`config.mk`:
```
export PLATFORM = sky130hd
export DESIGN_NAME = dtn_queue
export DESIGN_NICKNAME = d
export VERILOG_FILES = /design/src/design/depth_to_normal_map_macros.svh /design/src/design/dtn_pkg.sv /design/src/design/dtn_queue.sv
export SDC_FILE = /design/constraint.sdc
export NUM_CORES = 1
export LEC_CHECK = 0
export BUFFER_PORTS_ARGS = -buffer_cell sky130_fd_sc_hd__buf_2
export CAP_MARGIN = 20
export CORE_ASPECT_RATIO = 2
export CORE_MARGIN = 2
export CORE_UTILIZATION = 52
export DETAILED_ROUTE_END_ITERATION = 8
export PLACE_DENSITY = 0.79
export SYNTH_ARGS = -nofsm -noshare
export SYNTH_HDL_FRONTEND = slang
export SYNTH_SLANG_ARGS = --single-unit
```
`constraint.sdc`:
```
create_clock -name aclk -period 14.9 [get_ports aclk]
set_clock_uncertainty 0.15 [all_clocks]
set_input_delay 2.98 -clock aclk [delete_from_list [all_inputs] [get_ports aclk]]
set_output_delay 2.98 -clock aclk [all_outputs]
set_load 0.05 [all_outputs]
```
`src/design/depth_to_normal_map_macros.svh`:
```
// ----------------------------------------------------------------------------
// Depth-to-normal-map assertion macros
// Shared concurrent assertion forms for the normal-map block.
// ----------------------------------------------------------------------------
`ifndef DEPTH_TO_NORMAL_MAP_MACROS_SVH
`define DEPTH_TO_NORMAL_MAP_MACROS_SVH

// Same-cycle implication, disabled while reset is held.
`define DTN_ASSERT_IMP(label, clk, rstn, ante, cons, msg) \
    label: assert property (@(posedge clk) disable iff (!rstn) (ante) |-> (cons)) \
        else $error(msg);

// Next-cycle implication, disabled while reset is held.
`define DTN_ASSERT_NXT(label, clk, rstn, ante, cons, msg) \
    label: assert property (@(posedge clk) disable iff (!rstn) (ante) |=> (cons)) \
        else $error(msg);

`endif

```
`src/design/dtn_pkg.sv`:
```
// ----------------------------------------------------------------------------
// Depth-to-normal-map package
// Widths, register codes, ring geometry and shared types.
// ----------------------------------------------------------------------------
package dtn_pkg;

    localparam int MAX_WIDTH  = 1024;
    localparam int DEPTH_BITS = 24;
    localparam int COL_W      = $clog2(MAX_WIDTH);
    localparam int MIN_DIM    = 3;

    localparam int WIDTH_W    = 11;
    localparam int HEIGHT_W   = 12;
    localparam int SCALE_W    = 24;
    localparam int CFG_DATA_W = 24;
    localparam int CFG_ADDR_W = 2;

    localparam logic [CFG_ADDR_W-1:0] CFG_IMAGE_WIDTH  = 2'd0;
    localparam logic [CFG_ADDR_W-1:0] CFG_IMAGE_HEIGHT = 2'd1;
    localparam logic [CFG_ADDR_W-1:0] CFG_STEP_SCALE   = 2'd2;

    localparam logic [WIDTH_W-1:0]  RST_IMAGE_WIDTH  = 11'd1024;
    localparam logic [HEIGHT_W-1:0] RST_IMAGE_HEIGHT = 12'd1024;
    localparam logic [SCALE_W-1:0]  RST_STEP_SCALE   = 24'd32768;

    localparam int RING_N   = 8;
    localparam int RING_IW  = $clog2(RING_N);
    localparam int DIFF_W   = DEPTH_BITS + 1;
    localparam int XY_SHIFT = 8;
    localparam int MAG_W    = 34;
    localparam int PRE_W    = 24;
    localparam int SQ_W     = 2 * PRE_W + 2;
    localparam int ROOT_W   = 25;
    localparam int RES_W    = SQ_W + 1;
    localparam int DIV_D_W  = ROOT_W + 1;
    localparam int QUO_W    = 31;
    localparam int ITER_W   = $clog2(QUO_W + 1);
    localparam int SUM_W    = 35;
    localparam int CHAN_W   = 8;
    localparam int NUM_W    = DIV_D_W + CHAN_W;

    localparam int QUEUE_DEPTH = 2;
    localparam int QPTR_W      = $clog2(QUEUE_DEPTH);
    localparam int QCNT_W      = $clog2(QUEUE_DEPTH + 1);

    // Window index of a ring offset: 0 is -1, 1 is 0, 2 is +1.
    localparam logic [1:0] RING_NEG  = 2'd0;
    localparam logic [1:0] RING_ZERO = 2'd1;
    localparam logic [1:0] RING_POS  = 2'd2;

    typedef struct packed {
        logic [RING_N-1:0][DIFF_W-1:0] diff;
        logic                          masked;
        logic                          last;
    } job_t;

    typedef struct packed {
        logic full;
        logic empty;
    } q_status_t;

    typedef struct packed {
        logic               start;
        logic [DIV_D_W-1:0] hi;
        logic [QUO_W-1:0]   lo;
        logic [ITER_W-1:0]  iters;
        logic [DIV_D_W-1:0] divisor;
    } div_req_t;

    typedef enum logic [7:0] {
        ST_IDLE     = 8'b0000_0001,
        ST_LOAD     = 8'b0000_0010,
        ST_NORM     = 8'b0000_0100,
        ST_SQ       = 8'b0000_1000,
        ST_ROOT     = 8'b0001_0000,
        ST_DIV_GO   = 8'b0010_0000,
        ST_DIV_WAIT = 8'b0100_0000,
        ST_OUT      = 8'b1000_0000
    } back_state_t;

    function automatic logic [1:0] ring_row_idx(input logic [RING_IW-1:0] t);
        case (t)
            3'd0, 3'd1, 3'd2: return RING_NEG;
            3'd4, 3'd5, 3'd6: return RING_POS;
            default:          return RING_ZERO;
        endcase
    endfunction

    function automatic logic [1:0] ring_col_idx(input logic [RING_IW-1:0] t);
        case (t)
            3'd0, 3'd6, 3'd7: return RING_NEG;
            3'd2, 3'd3, 3'd4: return RING_POS;
            default:          return RING_ZERO;
        endcase
    endfunction

    // Offset times depth difference, offset in {-1, 0, +1}.
    function automatic logic signed [DIFF_W:0] ring_term(input logic [1:0] idx,
                                                        input logic [DIFF_W-1:0] e);
        logic signed [DIFF_W:0] ex;
        ex = $signed({e[DIFF_W-1], e});
        case (idx)
            RING_NEG: return -ex;
            RING_POS: return ex;
            default:  return '0;
        endcase
    endfunction

endpackage

```
`src/design/dtn_queue.sv`:
```
// ----------------------------------------------------------------------------
// Normal-map job queue
// Short register queue between the front end and the back end.
// ----------------------------------------------------------------------------
module dtn_queue import dtn_pkg::*; (
    input  logic      aclk,
    input  logic      aresetn,
    input  logic      push,
    input  job_t      wr_job,
    input  logic      pop,
    output job_t      rd_job,
    output q_status_t status
);

    job_t              entry_reg [QUEUE_DEPTH];
    logic [QPTR_W-1:0] wr_ptr_reg;
    logic [QPTR_W-1:0] rd_ptr_reg;
    logic [QCNT_W-1:0] count_reg;

    assign status.full  = (count_reg == QCNT_W'(QUEUE_DEPTH));
    assign status.empty = (count_reg == '0);
    assign rd_job       = entry_reg[rd_ptr_reg];

    always_ff @(posedge aclk) begin
        if (push) begin
            entry_reg[wr_ptr_reg] <= wr_job;
        end
    end

    always_ff @(posedge aclk) begin
        if (!aresetn) begin
            wr_ptr_reg <= '0;
            rd_ptr_reg <= '0;
            count_reg  <= '0;
        end else begin
            if (push) begin
                wr_ptr_reg <= (wr_ptr_reg == QPTR_W'(QUEUE_DEPTH - 1)) ? '0
                                                                        : wr_ptr_reg + 1'b1;
            end
            if (pop) begin
                rd_ptr_reg <= (rd_ptr_reg == QPTR_W'(QUEUE_DEPTH - 1)) ? '0
                                                                        : rd_ptr_reg + 1'b1;
            end
            if (push && !pop) begin
                count_reg <= count_reg + 1'b1;
            end else if (pop && !push) begin
                count_reg <= count_reg - 1'b1;
            end
        end
    end

endmodule

```
## Word-level counts from Yosys, hierarchy flattened

Memories as Yosys holds them, arrays and structs flattened. A register that Yosys moved wholly into a read port is not among the register bits.
Cells that the tools add are included.

| word-level totals | value |
|---|---|
| bits in registers | 4 |
| bits in latches | 0 |
| RAM bits | 404 |
| memory bits (read-only) | 0 |
| memories | 1 |

| cells by class | value |
|---|---|
| $add $sub $neg | 4 |
| multiply operators | 0 |
| divide/modulo/power cells | 0 |
| order comparisons | 0 |
| equal/unequal tests | 1 |
| shift operators | 0 |
| mux-type cells | 8 |
| bitwise gates (word level) | 0 |
| reduce and logical (&&, ||, !) cells | 6 |

Memories:

| name | words | width | read ports | clocked after memory_dff | write ports | line | source |
|---|---|---|---|---|---|---|---|
| entry_reg | 2 | 202 | 1 | 1 | 1 | dtn_queue.sv:15 | `job_t entry_reg [QUEUE_DEPTH];` |

Operator list:

| cell | count |
|---|---|
| 1-bit two-way mux | 6 |
| 2-bit two-way mux | 2 |
| 1-bit adder, second input constant | 2 |
| 2-bit by 1-bit adder with 2-bit output, second input constant | 1 |
| 2-bit == test, second input constant | 1 |
| 1-bit logical AND | 2 |
| 1-bit logical NOT | 2 |
| 2-bit logical NOT | 1 |
| 2-bit nonzero test | 1 |
| 2-bit by 1-bit subtractor with 2-bit output, second input constant | 1 |

## Logic depth before layout (Yosys ltp)

Gate-level depths: netlist of run 1.

| logic depth | value |
|---|---|
| depth after elaboration | 4 |
| gate-level depth with buffers | 5 |

## Worst setup path after synthesis of run 1

Ideal clock, no wire load.

| timing path | value |
|---|---|
| kind | in2reg |
| start | input port push |
| end | register wr_ptr_reg |
| data arrival time | 12.426 ns |
| required time | 14.651 ns |
| slack | 2.225 ns |
| stages on the path | 2 |
| buffers on the path | 0 |
| cell sequence | nor2b_1 > o21a_1 |

RTL lines:

| element | line | source |
|---|---|---|
| from (decl) | dtn_queue.sv:8 | `input logic push,` |
| to (signal assigned) | dtn_queue.sv:37 | `wr_ptr_reg <= (wr_ptr_reg == QPTR_W'(QUEUE_DEPTH - 1)) ? '0` |
| to (decl) | dtn_queue.sv:16 | `logic [QPTR_W-1:0] wr_ptr_reg;` |

==> impl_metrics.yaml, run 1 <==
status:
  status: "finished clean"
synthesis:
  synthTopCellsByCount: "404 x edfxtp_1, 202 x mux2_2, 18 x buf_6, 5 x dfxtp_1, 4 x and2_1"
  ys_warn_count: 0
  synthArstFlopShare_pct: 0
  synth_ff_type: "edfxtp_1"
  syn_inst: 650
  post-synth-top-area-cell: "edfxtp_1"
  synth-edff-count: 404
  synth_cell_types: 18
  yosys.area.top_type_share_pct: 81.7
  yosysSeqAreaShare_pct: 82.4
  syn_avg_cell_area_sq_um: 22.9
  yosysMostFrequentCell: "edfxtp_1"
  ys_ff_latch: 409
  synthTopCellsByArea: "edfxtp_1 82%, mux2_2 15%, buf_6 1.4%"
  synth.cell_area_sq_um: 14900
  synth_fp_nets: 857
finish:
  final_cells: 1471
  area_delta_synth_final_pct: 23.9
  ff_latch_area_sq_um: 12200
  finalNetCount: 1288
  drive_gt1_share_pct: 60.7
  fin_area_sq_um: 18400
  largest_reg_flops: 404
  layout.filler_cells: 1968
  multi_input_area_sq_um: 2400
floorplan:
  start_util_pct: 52.7
  die_h_microns: 243
  rows: 87
  io_pins: 410
  die_w_microns: 124
  fp.coreArea_sq_um: 28200
  dieArea_sq_um: 30000
placed_design:
  port_buffers: 409
  hpwl_microns: 21200
  place_inst: 1400
  gp_congestion: 0.822
  dpl-instance-area_sq_um: 17200
clocking:
  clk_path_buf_depth: 3
  clk_pin_slew_ns: 0.06
  h-tree-depth: 2
  clk_latency_ns: 0.51
  postCtsSetupRepairBufs: 0
  cts_hold_buf: 0
  cts_tree: "yes"
  clock-sinks: 409
  ctsResizeCount: 0
  cts_made_buffers: 34
  root_buffer: "clkbuf_16"
global_routing:
  grt_max_degree: 84
  grt_use_total_pct: 19.9
  grt.overflow.total: 0
  antenna_found_initial: 9
  grt_pass1_vias: 8139
  grt_pass1_wl_microns: 44100
worst_hold_path:
  whs_path_depth: 2
  hp-start: "count_reg[1]"
  min_path_type: "register to register"
  holdPathEnd: "count_reg[1]"
timing:
  min_period_over_period_pct: 40.6
  finalHoldViolCount: 0
  relSlewSlack_pct: 29.5
  min_period_ns: 6.05
  slew_viol_final: 0
  fmax_mhz: 165
  tightest_slew_ns: 1.06
  rsz0062_at_grt: "no"
  setup_viol: 0
  fin_setup_tns_ns: 0
route:
  vias_per_cell: 5.21
  drtIter0Drc: 397
  num_vias: 7659
  wirelength_microns: 30700
  drc: 0
  wl_per_cell_microns: 20.9
  dr.pass1.iters: 4
  postRouteAntennaNets: 0
critical_path:
  crit_fanout: 78
  reg2reg_depth: 3
  critPathKind: "register to output port"
  regToRegSetupSlack_ns: 11.71
  arrival_ns: 2.92
  reg2reg_to: "entry_reg[0][58]"
  r2r-start: "wr_ptr_reg"
  cp-start-kind: "register"
  required_ns: 11.77
  cp-end-kind: "output port"
power_and_ir_drop:
  finalPower_uw: 2700
  vdd_ir_drop_max_mv: 0.129
  powerDensity_nw_per_um2: 147
  cellLeakagePower_uw: 0.00688
run:
  drv_cap: 0
## critical path: stages (launching register included)
cell and delay (ns):
dfxtp_4 0.74, buf_4 0.83, mux2_2 0.45, buf_2 0.22
## worst max path at each step
stage                                  end  slack [ns]  depth (start not counted)
after global placement    entry_reg[0][71]        8.92                          4
after CTS                       rd_job[89]        8.80                          3
after floorplan                 wr_ptr_reg        2.22                          2
final                           rd_job[79]        8.85                          3
after global routing             rd_job[4]        8.68                          3
after detailed placement  entry_reg[0][72]        8.86                          4
## through the flow
stage	hold slack [ns]	util, %	setup slack (ns)
after floorplan	0.323	-	2.22
after global placement	0.341	61.0	8.92
after detailed placement	0.386	61.0	8.86
after CTS	0.395	65.1	8.80
after global routing	0.439	65.3	8.68
final	0.392	65.3	8.85
## report_power, final
group / internal (uW) / switching, uW / leakage (uW) / total [uW]
Clock: 541 / 383 / 0.000573 / 923
Sequential: 1330 / 17.7 / 0.00383 / 1350
Combinational: 118 / 308 / 0.00247 / 427
## layer usage
metal  wire [microns]  GRT usage [%]
met4             1530           10.4
met5               13              0
met1             9700           19.8
met2            17400           36.9
met3             2020           4.82
## cell families (layout without fill, tap and decap cells)
kind of cell	Yosys count	count (layout)	share of synthesized area, %
flops	409	409	82.4
mux	202	202	15.3
buf+inv	23	480	1.56
simple gates	9	9	0.379
compound gates	3	3	0.135
xor+xnor	3	3	0.177
fa+ha+maj	1	1	0.0842
other cells	0	8	0
## cell type report
cell class / count / area share [%]
flip-flops and latches: 409 / 66.5
multi-input cells: 218 / 13.0
repair buffers: 417 / 11.6
clock buffers: 43 / 5.15
well taps: 356 / 2.42
clock inverters: 19 / 1.19
diodes: 8 / 0.109
inverters: 1 / 0.0204
## layout by cell type (no fill, tap or decap), types with 2 or more instances in the layout
cell type	instances
xor2_1	2
edfxtp_1	404
dfxtp_1	4
inv_6	2
buf_4	7
mux2_2	202
clkinv_2	5
clkbuf_16	37
clkbuf_1	6
clkinv_1	7
diode_2	8
bufinv_16	5
and2_1	3
buf_2	409
No activity file was read; power rests on OpenSTA's default activity.
==> inputs of run 2 (changes only) <==
--- a/config.mk
+++ b/config.mk
@@ -9,9 +9,9 @@
 export CAP_MARGIN = 20
 export CORE_ASPECT_RATIO = 2
 export CORE_MARGIN = 2
-export CORE_UTILIZATION = 52
+export CORE_UTILIZATION = 47
 export DETAILED_ROUTE_END_ITERATION = 8
-export PLACE_DENSITY = 0.79
+export PLACE_DENSITY = 0.76
 export SYNTH_ARGS = -nofsm -noshare
 export SYNTH_HDL_FRONTEND = slang
 export SYNTH_SLANG_ARGS = --single-unit
==> constraint.sdc (replaced) <==
create_clock -name aclk -period 5.4 [get_ports aclk]
set_clock_uncertainty 0.15 [all_clocks]
set_input_delay 1.08 -clock aclk [delete_from_list [all_inputs] [get_ports aclk]]
set_output_delay 1.08 -clock aclk [all_outputs]
set_load 0.05 [all_outputs]
==> run 2 against run 1 <==
- register-to-register slack got worse by 8.6 ns
- non-clock buffer count increased by 1
- utilization decreased by 6.4 points
- first-iteration DRC count decreased by 6.0%
- power increased to 2.7 times the previous value
- wire length decreased by 1.5%
- worst setup slack got worse by 7.2 ns
- sequential cell count unchanged
- sequential power increased to 2.8 times the previous value
- largest power group unchanged
- highest routed layer unchanged
==> impl_metrics.yaml, run 2 (same netlist as run 1, synthesis figures left out) <==
clocking:
  root_buffer: "clkbuf_16"
  postCtsSetupRepairBufs: 0
  cts_hold_buf: 0
  clk_latency_ns: 0.51
  clk_path_buf_depth: 3
  clock-sinks: 409
  ctsResizeCount: 0
  clk_pin_slew_ns: 0.07
  cts_tree: "yes"
  h-tree-depth: 2
  cts_made_buffers: 36
finish:
  drive_gt1_share_pct: 60.8
  ff_latch_area_sq_um: 12200
  final_util_pct: 58.9
  largest_reg_flops: 404
  final_cell_mix: "409 x buf_2, 404 x edfxtp_1, 202 x mux2_2, 37 x clkbuf_16, 10 x clkbuf_1"
  area_delta_synth_final_pct: 24.1
  layout.filler_cells: 2364
  mostFrequentLayoutCell: "buf_2"
  multi_input_area_sq_um: 2400
  finalNetCount: 1291
placed_design:
  place_ws_ns: 2.12
  gp_congestion: 0.788
  hpwl_microns: 20700
  port_buffers: 409
critical_path:
  critPathSlowestCell: "dfxtp_4"
  arrival_ns: 2.57
  crit_chain: "buf_12 > mux2_2 > buf_2"
  crit_fanout: 86
  required_ns: 4.17
  cp-end-kind: "output port"
  cp-start-kind: "register"
  max_stage_delay_ns: 0.84
  critPathKind: "register to output port"
timing:
  relSlewSlack_pct: 46.3
  min_period_ns: 3.80
  finalHoldViolCount: 0
  min_period_over_period_pct: 70.3
  tightest_slew_ns: 0.805
  slew_viol_final: 0
  fin_setup_tns_ns: 0
  fin_ws_ns: 1.60
  rsz0062_at_grt: "no"
  setup_viol: 0
  fmax_mhz: 263
global_routing:
  antenna_found_initial: 8
  grt_pass1_wl_microns: 44200
  grt_use_total_pct: 17.6
  grt_pass1_vias: 8042
  grt.overflow.total: 0
  grt_max_degree: 114
route:
  num_vias: 7603
  wirelength_microns: 30200
  drc: 0
  dr.pass1.iters: 4
  drtIter0Drc: 373
  postRouteAntennaNets: 0
  wl_per_cell_microns: 19.7
  vias_per_cell: 4.96
floorplan:
  start_util_pct: 47.4
  io_pins: 410
  rows: 92
  dieArea_sq_um: 33100
  fp.coreArea_sq_um: 31300
  die_h_microns: 255
  die_w_microns: 130
status:
  status: "finished clean"
worst_hold_path:
  min_path_type: "register to register"
power_and_ir_drop:
  vdd_ir_drop_max_mv: 0.365
  powerDensity_nw_per_um2: 398
  cellLeakagePower_uw: 0.00686
run:
  drv_cap: 0
-- run 2: per-layer routing --
layer	part of all wire (%)	GRT usage, %	up-vias
li1	-	-	3468
met1	37	21.0	3681
met2	49	29.3	377
met3	11	6.53	65
met4	2.6	5.97	12
met5	0.24	0	-
-- run 2: final timing paths --
check                    start               end  slack (ns)  depth (start not counted)
setup / recovery      register       rd_job[120]        1.60                          3
setup reg to reg    wr_ptr_reg  entry_reg[1][73]        3.11                          2
hold reg to reg   count_reg[1]      count_reg[1]        0.40                          2
hold / removal    count_reg[1]      count_reg[1]        0.40                          2
-- run 2: metrics by stage --
| stage | std cells | area (sq um) | hold slack, ns | power [uW] |
|---|---|---|---|---|
| floorplan | 650 | 14900 | 0.323 | 4680 |
| global placement | 1469 | 17300 | 0.332 | 4950 |
| detailed placement | 1469 | 17300 | 0.394 | 4980 |
| CTS | 1533 | 18400 | 0.402 | 7430 |
| global route | 1533 | 18400 | 0.424 | 7590 |
| finish | 1534 | 18400 | 0.402 | 7350 |
-- run 2: power by group --
part	switching [uW]	internal (uW)	total, uW
combinational	844	329	1170
clock	1080	1370	2450
sequential	53.5	3670	3720
-- run 2: layout make-up --
| type | count | area share (%) |
|---|---|---|
| Sequential cell | 409 | 66.4 |
| Multi-Input combinational cell | 218 | 13.0 |
| Timing Repair Buffer | 418 | 11.7 |
| Clock buffer | 47 | 5.22 |
| Tap cell | 423 | 2.87 |
| Clock inverter | 17 | 0.828 |
| Inverter | 1 | 0.0204 |
| Antenna cell | 1 | 0.0136 |
-- run 2: critical path: cells and delay by family (launching register included) --
kind | cells | cell delay [ns]
flip-flops | 1 | 0.84
buffers and inverters | 2 | 0.61
multiplexers | 1 | 0.41
