**src/design/depth_to_normal_map_macros.svh**
```systemverilog
// ----------------------------------------------------------------------------
// Depth-to-normal-map assertion macros
// Shared concurrent assertion forms for the normal-map block.
// ----------------------------------------------------------------------------
`ifndef DEPTH_TO_NORMAL_MAP_MACROS_SVH
`define DEPTH_TO_NORMAL_MAP_MACROS_SVH

// Same-cycle implication, disabled while reset is held.
`define DTN_ASSERT_IMP(label, clk, rstn, ante, cons, msg) \
    label: assert property (@(posedge clk) disable iff (!rstn) (ante) |-> (cons)) \
        else $error(msg);

// Next-cycle implication, disabled while reset is held.
`define DTN_ASSERT_NXT(label, clk, rstn, ante, cons, msg) \
    label: assert property (@(posedge clk) disable iff (!rstn) (ante) |=> (cons)) \
        else $error(msg);

`endif

```
**src/design/dtn_pkg.sv**
```systemverilog
// ----------------------------------------------------------------------------
// Depth-to-normal-map package
// Widths, register codes, ring geometry and shared types.
// ----------------------------------------------------------------------------
package dtn_pkg;

    localparam int MAX_WIDTH  = 1024;
    localparam int DEPTH_BITS = 24;
    localparam int COL_W      = $clog2(MAX_WIDTH);
    localparam int MIN_DIM    = 3;

    localparam int WIDTH_W    = 11;
    localparam int HEIGHT_W   = 12;
    localparam int SCALE_W    = 24;
    localparam int CFG_DATA_W = 24;
    localparam int CFG_ADDR_W = 2;

    localparam logic [CFG_ADDR_W-1:0] CFG_IMAGE_WIDTH  = 2'd0;
    localparam logic [CFG_ADDR_W-1:0] CFG_IMAGE_HEIGHT = 2'd1;
    localparam logic [CFG_ADDR_W-1:0] CFG_STEP_SCALE   = 2'd2;

    localparam logic [WIDTH_W-1:0]  RST_IMAGE_WIDTH  = 11'd1024;
    localparam logic [HEIGHT_W-1:0] RST_IMAGE_HEIGHT = 12'd1024;
    localparam logic [SCALE_W-1:0]  RST_STEP_SCALE   = 24'd32768;

    localparam int RING_N   = 8;
    localparam int RING_IW  = $clog2(RING_N);
    localparam int DIFF_W   = DEPTH_BITS + 1;
    localparam int XY_SHIFT = 8;
    localparam int MAG_W    = 34;
    localparam int PRE_W    = 24;
    localparam int SQ_W     = 2 * PRE_W + 2;
    localparam int ROOT_W   = 25;
    localparam int RES_W    = SQ_W + 1;
    localparam int DIV_D_W  = ROOT_W + 1;
    localparam int QUO_W    = 31;
    localparam int ITER_W   = $clog2(QUO_W + 1);
    localparam int SUM_W    = 35;
    localparam int CHAN_W   = 8;
    localparam int NUM_W    = DIV_D_W + CHAN_W;

    localparam int QUEUE_DEPTH = 2;
    localparam int QPTR_W      = $clog2(QUEUE_DEPTH);
    localparam int QCNT_W      = $clog2(QUEUE_DEPTH + 1);

    // Window index of a ring offset: 0 is -1, 1 is 0, 2 is +1.
    localparam logic [1:0] RING_NEG  = 2'd0;
    localparam logic [1:0] RING_ZERO = 2'd1;
    localparam logic [1:0] RING_POS  = 2'd2;

    typedef struct packed {
        logic [RING_N-1:0][DIFF_W-1:0] diff;
        logic                          masked;
        logic                          last;
    } job_t;

    typedef struct packed {
        logic full;
        logic empty;
    } q_status_t;

    typedef struct packed {
        logic               start;
        logic [DIV_D_W-1:0] hi;
        logic [QUO_W-1:0]   lo;
        logic [ITER_W-1:0]  iters;
        logic [DIV_D_W-1:0] divisor;
    } div_req_t;

    typedef enum logic [7:0] {
        ST_IDLE     = 8'b0000_0001,
        ST_LOAD     = 8'b0000_0010,
        ST_NORM     = 8'b0000_0100,
        ST_SQ       = 8'b0000_1000,
        ST_ROOT     = 8'b0001_0000,
        ST_DIV_GO   = 8'b0010_0000,
        ST_DIV_WAIT = 8'b0100_0000,
        ST_OUT      = 8'b1000_0000
    } back_state_t;

    function automatic logic [1:0] ring_row_idx(input logic [RING_IW-1:0] t);
        case (t)
            3'd0, 3'd1, 3'd2: return RING_NEG;
            3'd4, 3'd5, 3'd6: return RING_POS;
            default:          return RING_ZERO;
        endcase
    endfunction

    function automatic logic [1:0] ring_col_idx(input logic [RING_IW-1:0] t);
        case (t)
            3'd0, 3'd6, 3'd7: return RING_NEG;
            3'd2, 3'd3, 3'd4: return RING_POS;
            default:          return RING_ZERO;
        endcase
    endfunction

    // Offset times depth difference, offset in {-1, 0, +1}.
    function automatic logic signed [DIFF_W:0] ring_term(input logic [1:0] idx,
                                                        input logic [DIFF_W-1:0] e);
        logic signed [DIFF_W:0] ex;
        ex = $signed({e[DIFF_W-1], e});
        case (idx)
            RING_NEG: return -ex;
            RING_POS: return ex;
            default:  return '0;
        endcase
    endfunction

endpackage

```
**src/design/dtn_div.sv**
```systemverilog
// ----------------------------------------------------------------------------
// Normal-map divider
// Restoring divider, one quotient bit per cycle.
// ----------------------------------------------------------------------------
module dtn_div import dtn_pkg::*; (
    input  logic             aclk,
    input  logic             aresetn,
    input  div_req_t         req,
    output logic             done,
    output logic [QUO_W-1:0] quo
);

    logic [DIV_D_W-1:0] rem_reg;
    logic [DIV_D_W-1:0] d_reg;
    logic [QUO_W-1:0]   lo_reg;
    logic [QUO_W-1:0]   quo_reg;
    logic [ITER_W-1:0]  cnt_reg;
    logic               run_reg;
    logic               done_reg;
    logic [DIV_D_W:0]   trial;
    logic               ge;

    assign trial = {rem_reg, lo_reg[QUO_W-1]};
    assign ge    = (trial >= {1'b0, d_reg});

    always_ff @(posedge aclk) begin
        if (!aresetn) begin
            run_reg  <= 1'b0;
            done_reg <= 1'b0;
        end else begin
            done_reg <= 1'b0;
            if (req.start) begin
                rem_reg <= req.hi;
                lo_reg  <= req.lo;
                d_reg   <= req.divisor;
                quo_reg <= '0;
                cnt_reg <= req.iters;
                run_reg <= 1'b1;
            end else if (run_reg) begin
                rem_reg <= ge ? DIV_D_W'(trial - {1'b0, d_reg}) : trial[DIV_D_W-1:0];
                lo_reg  <= {lo_reg[QUO_W-2:0], 1'b0};
                quo_reg <= {quo_reg[QUO_W-2:0], ge};
                cnt_reg <= cnt_reg - 1'b1;
                if (cnt_reg == ITER_W'(1)) begin
                    run_reg  <= 1'b0;
                    done_reg <= 1'b1;
                end
            end
        end
    end

    assign done = done_reg;
    assign quo  = quo_reg;

endmodule

```
**src/design/dtn_back.sv**
```systemverilog
// ----------------------------------------------------------------------------
// Normal-map back end
// Sequencer over eight triangles: prescale, square-sum, root, divide, sum; then a final renormalize.
// ----------------------------------------------------------------------------
module dtn_back import dtn_pkg::*; (
    input  logic               aclk,
    input  logic               aresetn,
    input  job_t               job,
    input  logic               q_empty,
    output logic               q_pop,
    input  logic [SCALE_W-1:0] step_scale,
    output logic               m_valid,
    input  logic               m_ready,
    output logic [CHAN_W-1:0]  m_chan_x,
    output logic [CHAN_W-1:0]  m_chan_y,
    output logic [CHAN_W-1:0]  m_chan_z,
    output logic               m_last_of_frame
);

    back_state_t state_reg;

    job_t                job_reg;
    logic                final_reg;
    logic [RING_IW-1:0]  tri_reg;
    logic [1:0]          comp_reg;
    logic [MAG_W-1:0]    mag_reg [3];
    logic [2:0]          neg_reg;
    logic signed [SUM_W-1:0] sum_reg [3];
    logic [1:0]          sq_cnt_reg;
    logic [2*PRE_W-1:0]  prod_reg;
    logic [SQ_W-1:0]     acc_reg;
    logic [SQ_W-1:0]     root_n_reg;
    logic [RES_W-1:0]    root_res_reg;
    logic [SQ_W-1:0]     root_bit_reg;
    logic [CHAN_W-1:0]   chan_reg [3];

    logic               m_valid_reg;
    logic [CHAN_W-1:0]  m_x_reg;
    logic [CHAN_W-1:0]  m_y_reg;
    logic [CHAN_W-1:0]  m_z_reg;
    logic               m_last_reg;

    localparam logic [SQ_W-1:0] ROOT_BIT0 = SQ_W'(1) << (2 * (ROOT_W - 1));

    logic [RING_IW-1:0]         tri_nxt;
    logic signed [DIFF_W:0]     tx_a, tx_b, ty_a, ty_b;
    logic signed [DIFF_W+1:0]   dx, dy;
    logic [DIFF_W+1:0]          absdx, absdy;
    logic [MAG_W-1:0]           xmag, ymag, zmag;
    logic [SCALE_W-1:0]         s_eff;
    logic [MAG_W-1:0]           sum_mag [3];
    logic                       over;
    logic [PRE_W-1:0]           sq_op;
    logic [RES_W-1:0]           root_trial;
    logic                       root_ge;
    logic [ROOT_W-1:0]          root_r;
    logic [PRE_W-1:0]           m24;
    logic [DIV_D_W-1:0]         a_val;
    logic [NUM_W-1:0]           num;
    logic [SUM_W-1:0]           q_ext;
    div_req_t                   div_req;
    logic                       div_done;
    logic [QUO_W-1:0]           div_quo;
    logic                       out_load;

    // triangle vector from the centre and two consecutive ring neighbours
    assign tri_nxt = tri_reg + 1'b1;
    assign tx_a = ring_term(ring_col_idx(tri_nxt), job_reg.diff[tri_reg]);
    assign tx_b = ring_term(ring_col_idx(tri_reg), job_reg.diff[tri_nxt]);
    assign ty_a = ring_term(ring_row_idx(tri_reg), job_reg.diff[tri_nxt]);
    assign ty_b = ring_term(ring_row_idx(tri_nxt), job_reg.diff[tri_reg]);
    assign dx   = $signed({tx_a[DIFF_W], tx_a}) - $signed({tx_b[DIFF_W], tx_b});
    assign dy   = $signed({ty_a[DIFF_W], ty_a}) - $signed({ty_b[DIFF_W], ty_b});
    assign absdx = dx[DIFF_W+1] ? -dx : dx;
    assign absdy = dy[DIFF_W+1] ? -dy : dy;
    assign xmag  = MAG_W'({absdx, XY_SHIFT'(0)});
    assign ymag  = MAG_W'({absdy, XY_SHIFT'(0)});
    assign s_eff = (step_scale == '0) ? SCALE_W'(1) : step_scale;
    assign zmag  = MAG_W'(s_eff);

    always_comb begin
        for (int k = 0; k < 3; k++) begin
            sum_mag[k] = sum_reg[k][SUM_W-1] ? MAG_W'(-sum_reg[k]) : MAG_W'(sum_reg[k]);
        end
    end

    assign over = |(mag_reg[0][MAG_W-1:PRE_W] | mag_reg[1][MAG_W-1:PRE_W]
                    | mag_reg[2][MAG_W-1:PRE_W]);

    always_comb begin
        case (sq_cnt_reg)
            2'd0:    sq_op = mag_reg[0][PRE_W-1:0];
            2'd1:    sq_op = mag_reg[1][PRE_W-1:0];
            2'd2:    sq_op = mag_reg[2][PRE_W-1:0];
            default: sq_op = '0;
        endcase
    end

    assign root_trial = root_res_reg + RES_W'(root_bit_reg);
    assign root_ge    = (RES_W'(root_n_reg) >= root_trial);
    assign root_r     = root_res_reg[ROOT_W-1:0];

    // divider operands for the current component
    assign m24   = mag_reg[comp_reg][PRE_W-1:0];
    assign a_val = neg_reg[comp_reg] ? DIV_D_W'({1'b0, root_r} - DIV_D_W'(m24))
                                     : DIV_D_W'({1'b0, root_r} + DIV_D_W'(m24));

    always_comb begin
        if (comp_reg == 2'd2) begin
            num = (NUM_W'(m24) << 9) - (NUM_W'(m24) << 1) + NUM_W'(root_r);
        end else begin
            num = (NUM_W'(a_val) << 8) - NUM_W'(a_val) + NUM_W'(root_r);
        end
        div_req.start   = (state_reg == ST_DIV_GO);
        div_req.divisor = {root_r, 1'b0};
        if (final_reg) begin
            div_req.hi    = num[NUM_W-1:CHAN_W];
            div_req.lo    = {num[CHAN_W-1:0], (QUO_W - CHAN_W)'(0)};
            div_req.iters = ITER_W'(CHAN_W);
        end else begin
            div_req.hi    = DIV_D_W'(m24);
            div_req.lo    = QUO_W'(root_r);
            div_req.iters = ITER_W'(QUO_W);
        end
    end

    dtn_div u_div (
        .aclk    (aclk),
        .aresetn (aresetn),
        .req     (div_req),
        .done    (div_done),
        .quo     (div_quo)
    );

    assign q_ext    = SUM_W'(div_quo);
    assign q_pop    = (state_reg == ST_IDLE) && !q_empty;
    assign out_load = (state_reg == ST_OUT) && (!m_valid_reg || m_ready);

    always_ff @(posedge aclk) begin
        if (!aresetn) begin
            state_reg   <= ST_IDLE;
            m_valid_reg <= 1'b0;
        end else begin
            if (out_load) begin
                m_valid_reg <= 1'b1;
            end else if (m_ready) begin
                m_valid_reg <= 1'b0;
            end
            case (state_reg)
                ST_IDLE: begin
                    if (!q_empty) begin
                        job_reg   <= job;
                        tri_reg   <= '0;
                        final_reg <= 1'b0;
                        for (int k = 0; k < 3; k++) begin
                            sum_reg[k]  <= '0;
                            chan_reg[k] <= '1;
                        end
                        state_reg <= job.masked ? ST_OUT : ST_LOAD;
                    end
                end
                ST_LOAD: begin
                    if (!final_reg) begin
                        mag_reg[0] <= xmag;
                        mag_reg[1] <= ymag;
                        mag_reg[2] <= zmag;
                        neg_reg    <= {1'b0, dy[DIFF_W+1], dx[DIFF_W+1]};
                    end else begin
                        for (int k = 0; k < 3; k++) begin
                            mag_reg[k] <= sum_mag[k];
                            neg_reg[k] <= sum_reg[k][SUM_W-1];
                        end
                    end
                    state_reg <= ST_NORM;
                end
                ST_NORM: begin
                    // shift all three together until each fits the squarer
                    if (over) begin
                        for (int k = 0; k < 3; k++) begin
                            mag_reg[k] <= mag_reg[k] >> 1;
                        end
                    end else begin
                        sq_cnt_reg <= '0;
                        prod_reg   <= '0;
                        acc_reg    <= '0;
                        state_reg  <= ST_SQ;
                    end
                end
                ST_SQ: begin
                    prod_reg   <= sq_op * sq_op;
                    acc_reg    <= acc_reg + SQ_W'(prod_reg);
                    sq_cnt_reg <= sq_cnt_reg + 1'b1;
                    if (sq_cnt_reg == 2'd3) begin
                        root_n_reg   <= acc_reg + SQ_W'(prod_reg);
                        root_res_reg <= '0;
                        root_bit_reg <= ROOT_BIT0;
                        state_reg    <= ST_ROOT;
                    end
                end
                ST_ROOT: begin
                    if (root_bit_reg != '0) begin
                        if (root_ge) begin
                            root_n_reg   <= SQ_W'(RES_W'(root_n_reg) - root_trial);
                            root_res_reg <= (root_res_reg >> 1) + RES_W'(root_bit_reg);
                        end else begin
                            root_res_reg <= root_res_reg >> 1;
                        end
                        root_bit_reg <= root_bit_reg >> 2;
                    end else begin
                        comp_reg <= '0;
                        if (final_reg && (root_r == '0)) begin
                            state_reg <= ST_OUT;
                        end else begin
                            state_reg <= ST_DIV_GO;
                        end
                    end
                end
                ST_DIV_GO: begin
                    state_reg <= ST_DIV_WAIT;
                end
                ST_DIV_WAIT: begin
                    if (div_done) begin
                        if (!final_reg) begin
                            sum_reg[comp_reg] <= neg_reg[comp_reg]
                                ? sum_reg[comp_reg] - $signed(q_ext)
                                : sum_reg[comp_reg] + $signed(q_ext);
                        end else begin
                            chan_reg[comp_reg] <= ((comp_reg == 2'd2) && neg_reg[2])
                                ? '0 : div_quo[CHAN_W-1:0];
                        end
                        if (comp_reg == 2'd2) begin
                            comp_reg <= '0;
                            if (final_reg) begin
                                state_reg <= ST_OUT;
                            end else begin
                                if (tri_reg == RING_IW'(RING_N - 1)) begin
                                    final_reg <= 1'b1;
                                end
                                tri_reg   <= tri_nxt;
                                state_reg <= ST_LOAD;
                            end
                        end else begin
                            comp_reg  <= comp_reg + 1'b1;
                            state_reg <= ST_DIV_GO;
                        end
                    end
                end
                ST_OUT: begin
                    if (out_load) begin
                        m_x_reg     <= chan_reg[0];
                        m_y_reg     <= chan_reg[1];
                        m_z_reg     <= chan_reg[2];
                        m_last_reg  <= job_reg.last;
                        state_reg   <= ST_IDLE;
                    end
                end
                default: begin
                    state_reg <= ST_IDLE;
                end
            endcase
        end
    end

    assign m_valid         = m_valid_reg;
    assign m_chan_x        = m_x_reg;
    assign m_chan_y        = m_y_reg;
    assign m_chan_z        = m_z_reg;
    assign m_last_of_frame = m_last_reg;

endmodule

```
**config.mk**
```make
export PLATFORM = sky130hd
export DESIGN_NAME = dtn_back
export DESIGN_NICKNAME = d
export VERILOG_FILES = /design/src/design/depth_to_normal_map_macros.svh /design/src/design/dtn_pkg.sv /design/src/design/dtn_div.sv /design/src/design/dtn_back.sv
export SDC_FILE = /design/constraint.sdc
export NUM_CORES = 2
export LEC_CHECK = 0
export BUFFER_PORTS_ARGS = -buffer_cell sky130_fd_sc_hd__buf_2
export CAP_MARGIN = 10
export CORE_UTILIZATION = 30
export DETAILED_ROUTE_END_ITERATION = 12
export GPL_TIMING_DRIVEN = 1
export HOLD_SLACK_MARGIN = 0.15
export PLACE_DENSITY_LB_ADDON = 0.05
export SKIP_CTS_REPAIR_TIMING = 1
export SYNTH_ARGS = -nofsm -noshare
export SYNTH_HDL_FRONTEND = slang
export SYNTH_SLANG_ARGS = --single-unit
```
**constraint.sdc**
```tcl
create_clock -name aclk -period 9.05 [get_ports aclk]
set_input_delay 1.81 -clock aclk [delete_from_list [all_inputs] [get_ports aclk]]
set_output_delay 1.81 -clock aclk [all_outputs]
set_load 0.005 [all_outputs]
```
# == Yosys cells after proc, flatten, opt, wreduce, memory -nomap -nowiden ==
# Memory sizes are Yosys's and may differ from the RTL's. A register that Yosys moved wholly into a read port is not among the register bits.
# Cells that the tools add are included.
# Widths: inputs -> output; s select.
# op_classes
add_sub_neg,26
mul,1
magnitude_cmp,5
eq_ne,41
muxes,122
n_bitwise,11
reduce_logical,47
# op_table
operator,n
$mux 34,10
$mux 50,6
$pmux 50 s2,3
$pmux 26 s2,4
$mux 26,6
$mux 51,3
$bmux 25 s3,2
$neg 34->34,3
$pmux 51 s2,1
$mux 8,12
$pmux 48 s2,1
$mux 31,3
$pmux 24 s3,1
$mux 35,2
$add 34x25->34,2
$pmux 8 s8,1
$mux 62,1
$sub 26x26->27,2
$neg 25->26,2
$neg 26->26,2
$add 50x50->51,1
$add 51x50->51,1
$ge 50x51->1,1
$add 50x48->50,1
63 further kinds,182
# word_totals
ff_bits,591
mem_bits_rw,231
in_bits,230
out_inout_bits,27
word_cells,286
memories,3
# mem_list
name,depth,word_bits,read_ports,rd_ports_with_merged_regs,wr,line_no,text
sum_reg,3,35,4,1,3,dtn_back.sv:28,logic signed [SUM_W-1:0] sum_reg [3];
mag_reg,3,34,4,1,3,dtn_back.sv:26,logic [MAG_W-1:0] mag_reg [3];
chan_reg,3,8,3,3,3,dtn_back.sv:35,logic [CHAN_W-1:0] chan_reg [3];

# == Depth between registers and ports, before layout ==
# depth
word_depth,11
mapped_depth,36
mapped_depth_nobuf,34

# == Cells and area by module ==
# A second synthesis with hierarchy kept.
# hier_totals
cells_unflattened,8368
area_unflattened_um2,80282.0
# by_module_without_submodules
module,n_inst,cells_each,area_per_inst_um2
dtn_back,1,7805,73611.8
dtn_div,1,563,6670.1

# == Worst setup path before layout ==
# OpenSTA, ideal clock, no wires.
# synth_timing
kind,in2reg
startpoint,input port aresetn
endpoint,register root_n_reg[0] (enable)
setup_ns,0.471
t_arrival_ns,8.447
setup_slack_ns,0.132
stages,4
path_cell_list,inv_1 -> clkbuf_1 -> a21oi_1 -> a21boi_1
# synth_between
elab_chain_len,1
# synth_rtl
element,line_no,text
"start, declared",dtn_back.sv:7,"input logic aresetn,"
$reduce_and 5->1 (no source line),--,
"end signal, assigned",dtn_back.sv:194,root_n_reg <= acc_reg + SQ_W'(prod_reg);
"end signal, assigned",dtn_back.sv:203,root_n_reg <= SQ_W'(RES_W'(root_n_reg) - root_trial);
"end, declared",dtn_back.sv:32,logic [SQ_W-1:0] root_n_reg;
# No other way between the ends.
# A chain may end at the register's enable or synchronous reset.

# == Worst setup path in the final report ==
# layout_timing
startpoint,register sq_cnt_reg[0]
endpoint,register prod_reg[38] (data pin)
# layout_between
elab_chain_len,4
elab_cells_between_ends,6
# layout_rtl
element,line_no,text
"start, declared",dtn_back.sv:29,logic [1:0] sq_cnt_reg;
"start signal, assigned",dtn_back.sv:192,sq_cnt_reg <= sq_cnt_reg + 1'b1;
$eq 2x2->1 (tied with other cells),dtn_back.sv:91,case (sq_cnt_reg)
$pmux 24 s3 (*),dtn_back.sv:91,
$mul 24x24->48 (*),dtn_back.sv:190,prod_reg <= sq_op * sq_op;
$pmux 48 s2 (*),dtn_back.sv:149,case (state_reg)
"end signal, assigned",dtn_back.sv:190,
"end, declared",dtn_back.sv:30,logic [2*PRE_W-1:0] prod_reg;
# Every way passes the cells marked *; elsewhere a longest branch is shown, timed or not.

==> results.txt <==
DRT Pass-1 Iters: 6
share of layout cells above drive strength 1: 0.102
post-DP HPWL: 237 mm
sequential area share after synthesis: 0.321
relative slew slack: 0.174
worst setup path class: flop to flop
simple-gate share of the synthesized area: 0.146
Clock Latency Late Sink: 0.80 ns
maximum VDD drop: 0.171 mV
worst path bufs/invs: 11
CTS tree: built
wire per inst: 24.1 um
largest net degree at the start of global routing: 160
DR iter-0 viols: 3783
most common cell in the synthesized netlist: inv_1
Synth Area in Adders: 0.207
Final ANT Viol Nets: 0
CP required: 9.51 ns
Synth top area share: 0.318
hold slack: 0.415 ns
CP Depth: 32
Syn-to-layout area delta: 12.7%
Tcrit/Tclk final: 0.958
hold path startpoint: chan_reg[1][1]$_SDFFCE_PN1P_
Post-Route WL: 296 mm
Crit-path slowest cell: fa_1
worst r2r path cells: 32
#FFs+latches synth: 857
number of synthesized flops with an enable pin: 844
hold depth: 0
largest family of logic cells by synthesized area: adder cells
maximum buffer depth of the clock tree: 3
vias in the first global route: 64800
reg2reg end: prod_reg[38]$_SDFFCE_PN0P_
layout net count: 9917
Max Clk Rate: 0.115 GHz
Syn Nets: 9642
final non-filler cell total: 12300
P_leak: 37.5 nW
Startpoint Class: flop
worst path arrival time: 9.13 ns
ys async rst share: 0
Die Wd: 517 um
Worst Hold Path EP: m_chan_y[1]$_DFFE_PP_
MaxCap Viol Count: 0
core area: 263000 um2
Crit. End Element: flop
critical path's top delay family: adder cells
Die Y: 517 um
Total GRT Usage: 0.219
Synth area leader: edfxtp_1
max FFs per register: 201
TritonCTS buffer count: 113
Worst Tran Pin Value: 1.24 ns
Root Buffer: clkbuf_16
die area: 268000 um2
clock net sink count: 857
H-tree depth: 3
Slew Viols, Final: 0
Synth area leaders: edfxtp_1 (32%), fa_1 (12%), ha_1 (8.9%)
initial antenna violation count: 16
Yosys cell types: 95
Synth top cells by count: inv_1 (935), edfxtp_1 (844), nor2_1 (814), nand2_1 (776), ha_1 (566)
Synth Area per Inst: 9.52 um2
crit-path max cell delay: 0.54 ns
# port buffers: 256
post-layout util: 0.341
R2R setup slack: 0.38 ns
hold crit path type: flop to flop
Final Hold Vio Count: 0
mapped cell area: 79700 um2
clock slew at reported path FFs: 0.06 ns
skew final: 0.108 ns
post-synthesis xor/xnor area fraction: 0.0680
Cell Rows: 188
Fin Setup TNS: 0 ns
commonest register cell after synthesis: edfxtp_1
Compound-Gate Fraction of Synth Area: 0.145
vias per inst: 5.13
PD cells: 160 nW/um2
routed vias: 62900
final setup fails: 0
Syn Inst Count: 8375
total gr overflow: 0
RD Place Congestion: 0.909
crit-path max FO: 21
R2R Path Start: sq_cnt_reg[0]$_SDFFCE_PN0P_
min Tclk post-route: 8.67 ns
post-synthesis mux area share: 0.0524
number of synthesis warnings: 0
Initial Util: 0.303
Area after DPL: 86000 um2
Final Cell Area: 89800 um2
status: finished, final reports clean
I/O pins: 257
Placed Instances: 12000
residual DRC count: 0
first-pass GRT wire length: 436 mm
[worst max path at each step]
stage / end / startpoint
after floorplan: root_n_reg[0]$_DFFE_PP_ / aresetn
after global placement: prod_reg[46]$_SDFFCE_PN0P_ / sq_cnt_reg[0]$_SDFFCE_PN0P_
after detailed placement: prod_reg[46]$_SDFFCE_PN0P_ / sq_cnt_reg[0]$_SDFFCE_PN0P_
after CTS: prod_reg[46]$_SDFFCE_PN0P_ / sq_cnt_reg[0]$_SDFFCE_PN0P_
after global routing: prod_reg[40]$_SDFFCE_PN0P_ / sq_cnt_reg[0]$_SDFFCE_PN0P_
final: prod_reg[38]$_SDFFCE_PN0P_ / sq_cnt_reg[0]$_SDFFCE_PN0P_
[report_power, final]
group	leakage, nW	internal (mW)	switching (mW)
clock	1.79	2.61	1.93
sequential	7.79	4.61	0.110
combinational	27.9	1.89	3.24
total	37.5	9.11	5.29
[layout by cell type (no fill, tap or decap), types with 78 or more instances in the layout]
cell type / instances
mux2i_1: 100
nand3_1: 121
xnor2_1: 330
inv_1: 931
a21o_1: 173
a31oi_1: 103
nor3_1: 142
o21bai_1: 78
ha_1: 562
and2_1: 128
fa_1: 471
nor2_1: 806
and3_1: 87
clkbuf_16: 115
buf_4: 219
nand2_1: 775
a21oi_1: 488
buf_2: 256
xor2_1: 286
mux4_2: 135
edfxtp_1: 844
o21ai_0: 420
[cell families after synthesis]
group / count (synthesis)
AOI/OAI and AO/OA: 1846
xor gates and xnor gates: 617
adders and majority gates: 1037
buffers and inverters: 1264
DFF: 857
muxes: 247
and+or+nand+nor: 2507
[area by class of cell]
type / instances / area (um2)
well taps: 3515 / 4400
multi-input cells: 6254 / 49500
diodes: 10 / 25.0
flip-flops and latches: 857 / 25600
repair buffers: 479 / 3000
clock inverters: 70 / 701
clock buffers: 142 / 3010
inverters: 945 / 3570
fillers: 27100 / 173000
[per-stage QoR]
stage          power (mW)  setup WS [ns]
2_1_floorplan        8.08          0.132
3_3_place_gp         9.96          0.159
3_5_place_dp         9.95          0.219
4_1_cts              14.6          0.143
5_1_grt              15.2       -0.00459
6_report             14.4          0.380
[routing by layer]
layer,routed length (um),GRT usage,vias to the layer above
met5,71,0,-
met4,7010,0.0513,12
met3,10500,0.0210,281
met2,147000,0.387,1303
met1,132000,0.287,31400
li1,-,-,30000
Note: power is estimated with default switching activity, not from simulation.
